`config.mk`:
```
export PLATFORM = sky130hd
export DESIGN_NAME = addressed_frame_checker_core
export DESIGN_NICKNAME = d
export VERILOG_FILES = /design/src/hw/rtl/afc_pkg.sv /design/src/hw/rtl/afc_parser.sv /design/src/hw/rtl/afc_out_skid.sv /design/src/hw/rtl/addressed_frame_checker_core.sv
export SDC_FILE = /design/constraint.sdc
export NUM_CORES = 1
export LEC_CHECK = 0
export ABC_AREA = 1
export BUFFER_PORTS_ARGS = -buffer_cell sky130_fd_sc_hd__buf_2
export CAP_MARGIN = 30
export CORE_MARGIN = 4
export CORE_UTILIZATION = 40
export DETAILED_ROUTE_END_ITERATION = 8
export PLACE_DENSITY = 0.61
export SLEW_MARGIN = 10
export SYNTH_ARGS = -nofsm -noshare
export SYNTH_HDL_FRONTEND = slang
export SYNTH_SLANG_ARGS = --single-unit
```
`constraint.sdc`:
```
create_clock -name i_clk -period 6.9 [get_ports i_clk]
set_clock_uncertainty 0.2 [all_clocks]
set_input_delay 1.035 -clock i_clk [delete_from_list [all_inputs] [get_ports i_clk]]
set_output_delay 1.035 -clock i_clk [all_outputs]
set_load 0.02 [all_outputs]
```
`src/hw/rtl/afc_pkg.sv`:
```
// Shared types and constants for the addressed frame checker.
package afc_pkg;

    // Framing bytes.
    localparam logic [7:0] START_BYTE = 8'hF7;
    localparam logic [7:0] END_BYTE   = 8'h7F;

    // Configuration register indexes.
    localparam logic CFG_SOURCE = 1'b0;
    localparam logic CFG_OWN    = 1'b1;

    // Result kinds.
    typedef enum logic [1:0] {
        KIND_CMD    = 2'd0,
        KIND_PARAM  = 2'd1,
        KIND_STATUS = 2'd2
    } t_kind;

    // Final status codes.
    typedef enum logic [2:0] {
        ST_OK       = 3'd0,
        ST_CHECKSUM = 3'd1,
        ST_SOURCE   = 3'd2,
        ST_DEST     = 3'd3,
        ST_TERM     = 3'd4,
        ST_SHORT    = 3'd5
    } t_status;

    // Parser phases.
    typedef enum logic [2:0] {
        PH_HUNT = 3'd0,
        PH_SRC  = 3'd1,
        PH_DST  = 3'd2,
        PH_CLEN = 3'd3,
        PH_PLEN = 3'd4,
        PH_BODY = 3'd5,
        PH_TERM = 3'd6,
        PH_DONE = 3'd7
    } t_phase;

    // One result item.
    typedef struct packed {
        t_kind      kind;
        logic [7:0] payload_byte;
        logic [7:0] payload_index;
        t_status    status;
        logic       frame_done;
    } t_result;

endpackage

```
`src/hw/rtl/afc_parser.sv`:
```
// Frame parser: per-byte phase tracking, checks and result generation.
module afc_parser
    import afc_pkg::*;
(
    input  logic       i_clk,
    input  logic       i_rst_n,
    input  logic       i_valid,
    input  logic [7:0] i_rx_byte,
    input  logic       i_buffer_start,
    input  logic [7:0] i_accepted_source,
    input  logic [7:0] i_own_address,
    output logic       o_res_valid,
    output t_result    o_res
);

    t_phase     r_phase, n_phase;
    logic [7:0] r_clen, n_clen;
    logic [7:0] r_plen, n_plen;
    logic [7:0] r_ccnt, n_ccnt;
    logic [7:0] r_pcnt, n_pcnt;
    logic [7:0] r_sum, n_sum;

    // State as seen by this byte: a buffer start clears it first.
    t_phase     cur_phase;
    logic [7:0] cur_clen, cur_plen, cur_ccnt, cur_pcnt, cur_sum;
    logic       cmd_left, param_left;

    assign cur_phase  = i_buffer_start ? PH_HUNT : r_phase;
    assign cur_clen   = i_buffer_start ? 8'd0 : r_clen;
    assign cur_plen   = i_buffer_start ? 8'd0 : r_plen;
    assign cur_ccnt   = i_buffer_start ? 8'd0 : r_ccnt;
    assign cur_pcnt   = i_buffer_start ? 8'd0 : r_pcnt;
    assign cur_sum    = i_buffer_start ? 8'd0 : r_sum;
    assign cmd_left   = cur_ccnt < cur_clen;
    assign param_left = cur_pcnt < cur_plen;

    // Next state of the phase and the frame counters.
    always_comb begin
        n_phase = r_phase;
        n_clen  = r_clen;
        n_plen  = r_plen;
        n_ccnt  = r_ccnt;
        n_pcnt  = r_pcnt;
        n_sum   = r_sum;
        if (i_valid) begin
            n_phase = cur_phase;
            n_clen  = cur_clen;
            n_plen  = cur_plen;
            n_ccnt  = cur_ccnt;
            n_pcnt  = cur_pcnt;
            n_sum   = cur_sum;
            if (cur_phase == PH_DONE) begin
                n_phase = PH_DONE;
            end else if (i_rx_byte == 8'd0) begin
                n_phase = PH_DONE;
            end else begin
                case (cur_phase)
                    PH_HUNT: begin
                        if (i_rx_byte == START_BYTE) begin
                            n_phase = PH_SRC;
                        end
                    end
                    PH_SRC: begin
                        if (i_rx_byte != i_accepted_source) begin
                            n_phase = PH_DONE;
                        end else begin
                            n_sum   = cur_sum + i_rx_byte;
                            n_phase = PH_DST;
                        end
                    end
                    PH_DST: begin
                        if (i_rx_byte != i_own_address) begin
                            n_phase = PH_DONE;
                        end else begin
                            n_sum   = cur_sum + i_rx_byte;
                            n_phase = PH_CLEN;
                        end
                    end
                    PH_CLEN: begin
                        n_clen  = i_rx_byte;
                        n_sum   = cur_sum + i_rx_byte;
                        n_phase = PH_PLEN;
                    end
                    PH_PLEN: begin
                        n_plen  = i_rx_byte;
                        n_sum   = cur_sum + i_rx_byte;
                        n_phase = PH_BODY;
                    end
                    PH_BODY: begin
                        if (cmd_left) begin
                            n_ccnt = cur_ccnt + 8'd1;
                            n_sum  = cur_sum + i_rx_byte;
                        end else if (param_left) begin
                            n_pcnt = cur_pcnt + 8'd1;
                            n_sum  = cur_sum + i_rx_byte;
                        end else if (i_rx_byte != cur_sum) begin
                            n_phase = PH_DONE;
                        end else begin
                            n_phase = PH_TERM;
                        end
                    end
                    PH_TERM: begin
                        n_phase = PH_DONE;
                    end
                    default: begin
                        n_phase = PH_DONE;
                    end
                endcase
            end
        end
    end

    // Result produced by this byte, if any.
    always_comb begin
        o_res_valid = 1'b0;
        o_res       = '{kind: KIND_STATUS, payload_byte: 8'd0, payload_index: 8'd0,
                        status: ST_OK, frame_done: 1'b1};
        if (i_valid && cur_phase != PH_DONE) begin
            if (i_rx_byte == 8'd0) begin
                o_res_valid = 1'b1;
                o_res.status = ST_SHORT;
            end else begin
                case (cur_phase)
                    PH_SRC: begin
                        if (i_rx_byte != i_accepted_source) begin
                            o_res_valid  = 1'b1;
                            o_res.status = ST_SOURCE;
                        end
                    end
                    PH_DST: begin
                        if (i_rx_byte != i_own_address) begin
                            o_res_valid  = 1'b1;
                            o_res.status = ST_DEST;
                        end
                    end
                    PH_BODY: begin
                        if (cmd_left) begin
                            o_res_valid = 1'b1;
                            o_res = '{kind: KIND_CMD, payload_byte: i_rx_byte,
                                      payload_index: cur_ccnt, status: ST_OK,
                                      frame_done: 1'b0};
                        end else if (param_left) begin
                            o_res_valid = 1'b1;
                            o_res = '{kind: KIND_PARAM, payload_byte: i_rx_byte,
                                      payload_index: cur_pcnt, status: ST_OK,
                                      frame_done: 1'b0};
                        end else if (i_rx_byte != cur_sum) begin
                            o_res_valid  = 1'b1;
                            o_res.status = ST_CHECKSUM;
                        end
                    end
                    PH_TERM: begin
                        o_res_valid  = 1'b1;
                        o_res.status = (i_rx_byte == END_BYTE) ? ST_OK : ST_TERM;
                    end
                    default: begin
                        o_res_valid = 1'b0;
                    end
                endcase
            end
        end
    end

    // Frame state registers.
    always_ff @(posedge i_clk) begin
        if (!i_rst_n) begin
            r_phase <= PH_HUNT;
            r_clen  <= 8'd0;
            r_plen  <= 8'd0;
            r_ccnt  <= 8'd0;
            r_pcnt  <= 8'd0;
            r_sum   <= 8'd0;
        end else begin
            r_phase <= n_phase;
            r_clen  <= n_clen;
            r_plen  <= n_plen;
            r_ccnt  <= n_ccnt;
            r_pcnt  <= n_pcnt;
            r_sum   <= n_sum;
        end
    end

endmodule

```
`src/hw/rtl/afc_out_skid.sv`:
```
// Output register with a skid entry so input ready never waits on the sink.
module afc_out_skid
    import afc_pkg::*;
(
    input  logic    i_clk,
    input  logic    i_rst_n,
    input  logic    i_push,
    input  t_result i_data,
    output logic    o_space,
    output logic    o_valid,
    output t_result o_data,
    input  logic    i_ready,
    output logic    o_skid_valid
);

    logic    r_out_valid, r_skid_valid;
    t_result r_out, r_skid;
    logic    out_free;

    assign out_free     = !r_out_valid || i_ready;
    assign o_space      = !r_skid_valid;
    assign o_valid      = r_out_valid;
    assign o_data       = r_out;
    assign o_skid_valid = r_skid_valid;

    // Control: the skid entry fills only when the output register is stalled.
    always_ff @(posedge i_clk) begin
        if (!i_rst_n) begin
            r_out_valid  <= 1'b0;
            r_skid_valid <= 1'b0;
        end else begin
            if (out_free) begin
                r_out_valid  <= r_skid_valid || i_push;
                r_skid_valid <= 1'b0;
            end else if (i_push) begin
                r_skid_valid <= 1'b1;
            end
        end
    end

    // Payload: the oldest item moves forward first.
    always_ff @(posedge i_clk) begin
        if (out_free) begin
            r_out <= r_skid_valid ? r_skid : i_data;
        end else if (i_push) begin
            r_skid <= i_data;
        end
    end

endmodule

```
`src/hw/rtl/addressed_frame_checker_core.sv`:
```
// Results are registered in the output register, or the skid entry on a stall.
// Throughput: one byte per cycle while the skid entry is empty.
// A two-entry output stage keeps the slave side ready while one result is stalled.
// Reset (synchronous, active low) returns to start-byte hunting with counters,
// sum and both address registers cleared and the output stage empty.
module addressed_frame_checker_core
    import afc_pkg::*;
(
    input  logic        i_clk,
    input  logic        i_rst_n,
    // Configuration writes.
    input  logic        i_cfg_we,
    input  logic        i_cfg_index,
    input  logic [7:0]  i_cfg_data,
    // Received bytes.
    input  logic        s_axis_tvalid,
    output logic        s_axis_tready,
    input  logic [7:0]  s_axis_tdata,   // [7:0] rx_byte
    input  logic        s_axis_tuser,   // [0] buffer_start
    // Results.
    output logic        m_axis_tvalid,
    input  logic        m_axis_tready,
    output logic [23:0] m_axis_tdata,   // [7:0] payload_byte, [15:8] payload_index,
                                        // [18:16] status, [23:19] zero
    output logic [1:0]  m_axis_tuser,   // [1:0] result_kind
    output logic        m_axis_tlast    // frame_done
);

    logic [7:0] r_accepted_source, r_own_address;
    logic       in_xfer;
    logic       res_valid;
    t_result    res, out_res;
    logic       skid_valid;

    // Configuration registers.
    always_ff @(posedge i_clk) begin
        if (!i_rst_n) begin
            r_accepted_source <= 8'd0;
            r_own_address     <= 8'd0;
        end else if (i_cfg_we) begin
            case (i_cfg_index)
                CFG_SOURCE: r_accepted_source <= i_cfg_data;
                CFG_OWN:    r_own_address     <= i_cfg_data;
                default:    r_own_address     <= r_own_address;
            endcase
        end
    end

    assign in_xfer = s_axis_tvalid && s_axis_tready;

    afc_parser u_parser (
        .i_clk             (i_clk),
        .i_rst_n           (i_rst_n),
        .i_valid           (in_xfer),
        .i_rx_byte         (s_axis_tdata),
        .i_buffer_start    (s_axis_tuser),
        .i_accepted_source (r_accepted_source),
        .i_own_address     (r_own_address),
        .o_res_valid       (res_valid),
        .o_res             (res)
    );

    afc_out_skid u_out (
        .i_clk        (i_clk),
        .i_rst_n      (i_rst_n),
        .i_push       (res_valid),
        .i_data       (res),
        .o_space      (s_axis_tready),
        .o_valid      (m_axis_tvalid),
        .o_data       (out_res),
        .i_ready      (m_axis_tready),
        .o_skid_valid (skid_valid)
    );

    // Pack the result onto the master side.
    assign m_axis_tdata = {5'd0, out_res.status, out_res.payload_index, out_res.payload_byte};
    assign m_axis_tuser = out_res.kind;
    assign m_axis_tlast = out_res.frame_done;

`ifndef NO_ASSERTIONS
    // The skid entry is only used behind a held output item.
    assert property (@(posedge i_clk) disable iff (!i_rst_n)
        skid_valid |-> m_axis_tvalid)
        else $error("skid entry valid while output register empty");

    // Only status results close a frame.
    assert property (@(posedge i_clk) disable iff (!i_rst_n)
        (m_axis_tvalid && m_axis_tlast) |-> (m_axis_tuser == KIND_STATUS))
        else $error("frame_done on a payload result");

    // Payload results carry a zero status and never close a frame.
    assert property (@(posedge i_clk) disable iff (!i_rst_n)
        (m_axis_tvalid && m_axis_tuser != KIND_STATUS)
            |-> (m_axis_tdata[18:16] == 3'd0 && !m_axis_tlast))
        else $error("payload result with status bits set");

    // A result pushed behind a stalled output must land in the skid entry.
    assert property (@(posedge i_clk) disable iff (!i_rst_n)
        (m_axis_tvalid && !m_axis_tready && res_valid && s_axis_tready) |=> skid_valid)
        else $error("result lost behind a stalled output");
`endif

endmodule
```
==> out/results.ini <==
[status]
status=complete, no violations

[floorplanning]
dieHeight_um=131
die_width_um=131
start_util_pct=41.1
die_area_mm2=0.0172
core_area_mm2=0.0147
pin_count=52
std_cell_rows=44

[clocking]
insertion_delay_ns=0.36
cts_root_buf=clkbuf_16
ctsResizeCount=0
cts_sinks=103
cts_made_buffers=9
htreeDepth=3
ctsLongestPathBuffers=2
cts.clk_slew.worst_paths_ns=0.06
cts_tree=yes
cts-hold-fix-buffers=0
cts_setup_buffers=0

[drt]
drtIter0Drc=328
ant_nets=0
drcViolationCount=0
vias_per_cell=5.05
dr_total_vias=5116
wl_per_cell_um=14.4
firstDrtPassIters=5
drt_wl_total_um=14600

[timing]
grt_setup_unrepaired=false
setup_tns_ns=0
max_slew.worst_pin.slew_ns=0.909
period_share_pct=57.8
slew_violations=0
slew-limit-headroom_pct=39.3
hold_viol=0
setup_violations=0
period_needed_ns=3.99
fmax_mhz=251

[synth]
netlist_area_mm2=0.00605
synth_area_leader_cell=edfxtp_1
synthTopCellsByCount=157 x nand2_1, 109 x nor2_1, 94 x inv_1, 61 x dfxtp_1, 57 x o21ai_0
dominantRegCellSynth=dfxtp_1
avgSynthCellArea_um2=7.61
seq_area_frac_synth_pct=41.0
postSynthCellCount=795
netlist-cell-type-count=48
ys_top_cells_by_area=edfxtp_1 21%, dfxtp_1 20%, nand2_1 9.7%, nor2_1 6.8%, inv_1 5.8%
synth_top_area_share_pct=20.9
async_flop_share_pct=0
ys_warn_count=0
synth.most_common_cell=nand2_1
synth_edf_count=42
synth_seq_cells=103

[worst_setup_path]
critPathMaxFanout=39
arrival_ns=3.85
setup.worst_path.end_class=flip-flop
worstReg2RegStart=u_out.o_skid_valid
reg2regPathDepth=10
regToRegSetupSlack_ns=3.11
worstPathRequired_ns=6.76
rr_endpoint=u_out.r_skid[20]
crit_path_start_kind=input pin
path_class=input pin to flip-flop

[placed_design]
hpwl_um=10800
gp_congestion=0.928
portBuffers=46

[min_path]
hold_depth=2
hold_path.class=flip-flop to flip-flop
min_from=u_parser.r_pcnt[0]
hold-path-endpoint=u_parser.r_pcnt[0]

[cells_and_area]
syn2layout_area_growth_pct=9.81
drive_gt1_share_pct=13.0
n_antenna_cell=0
final_nets=873
fillers=1499

[power]
powerDensity_mw_per_mm2=197
fin_total_pwr_uw=1310
p_int_uw=941
cellLeakagePower_uw=0.00291
pwr-share-clk_pct=37.2
seq_power_share_pct=50.2
combPwrFrac_pct=12.7
vdd_drop_max_v=0.000116
netSwitchingFraction_pct=27.9
switching_power_uw=364

[grt]
met3_usage_pct=2.56
grt.busiest_layer=met2
grtUsageMet2_pct=29.0
use_met1_pct=24.4
grt_pass1_wl_um=24000
grt.total_usage_pct=18.0
grt_max_degree=46
gr-total-overflow=0
first_global_vias=4737
antenna_found_initial=0

[flow_run]
cap_violations=0

## metrics by stage
stage / cells / setup WS [ns] / area [um^2] / hold slack [ns] / util (%)
5_1_grt: 1014 / 2.69 / 6640 / 0.283 / 45.2
3_5_place_dp: 998 / 2.55 / 6370 / 0.257 / 43.3
3_3_place_gp: 997 / 2.30 / 6350 / 0.253 / 43.2
4_1_cts: 1014 / 2.92 / 6640 / 0.268 / 45.2
6_report: 1014 / 2.91 / 6640 / 0.268 / 45.2
2_1_floorplan: 799 / 2.06 / 6060 / 0.244 / -
## cell usage in the layout, fill, tap and decap left out, types with 8 or more instances in the layout
master,n
inv_2,8
nor2_1,109
xnor2_1,13
nand2_1,157
inv_1,94
nand4_1,16
ha_1,25
buf_2,46
clkbuf_16,9
edfxtp_1,42
o21ai_0,57
a21oi_1,43
o211ai_1,16
nand3_1,36
dfxtp_1,61
## layer usage
layer / vias to the layer above / part of all wire, %
met5: - / 0
met4: 0 / 1.9
met3: 16 / 3.5
met2: 82 / 47
met1: 2345 / 48
li1: 2673 / -
## power by group through the flow
stage	clock [uW]	sequential [uW]	combinational, uW
after detailed placement	0	668	165
after global placement	0	669	164
after CTS	497	654	165
final	485	655	166
after global routing	515	656	187
after floorplan	0	669	124
## sequential cells by signal, indices dropped and copies added (netlist names)
register and count:
u_parser.r_clen 8, r_own_address 8, r_accepted_source 8, u_out.o_data 21, u_out.r_skid 21, u_out.o_skid_valid 1, u_out.o_valid 1, u_parser.r_plen 8
u_parser.r_sum 8, u_parser.r_phase 3, u_parser.r_pcnt 8, u_parser.r_ccnt 8
## layout make-up
| cell class | count | area (um^2) | area share (%) |
|---|---|---|---|
| Multi-Input combinational cell | 559 | 3010 | 45.3 |
| Sequential cell | 103 | 2480 | 37.4 |
| Inverter | 105 | 402 | 6.05 |
| Timing Repair Buffer | 47 | 245 | 3.69 |
| Tap cell | 184 | 230 | 3.47 |
| Clock buffer | 9 | 225 | 3.39 |
| Clock inverter | 7 | 46.3 | 0.697 |
## how the worst max path moves through the flow
stage | cells after the start | slack, ns | startpoint | end
floorplan | 16 | 2.06 | s_axis_tuser | u_out.r_skid[0]
global placement | 14 | 2.30 | s_axis_tuser | u_out.r_skid[6]
finish | 15 | 2.91 | s_axis_tuser | u_out.r_skid[20]
detailed placement | 15 | 2.55 | s_axis_tuser | u_out.r_skid[7]
CTS | 15 | 2.92 | s_axis_tuser | u_out.r_skid[20]
global route | 15 | 2.69 | s_axis_tuser | u_out.r_skid[5]
## kinds of logic after synthesis
kind of cell             Yosys count  synth area share (%)
adder cells (fa/ha/maj)           25                  5.17
multiplexers                       3                 0.559
flip-flops                       103                  41.0
buffers and inverters            137                  9.50
other                              1                0.0620
AND/OR/NAND/NOR                  364                  27.4
XOR/XNOR                          17                  2.46
AO/OA/AOI/OAI                    145                  13.8
## worst max-delay path, stage by stage
cell and delay, ns:
buf_2 0.41, inv_6 0.22, nand2_1 0.18, inv_1 0.06
ha_1 0.27, nand2_1 0.08, nor2_1 0.05, a211oi_1 0.31
nand2_4 0.16, nand2_4 0.12, nand2_2 0.07, nand3_1 0.07
nand2_1 0.08, a21oi_2 0.48, buf_8 0.23
No activity file was read; power rests on OpenSTA's default activity.
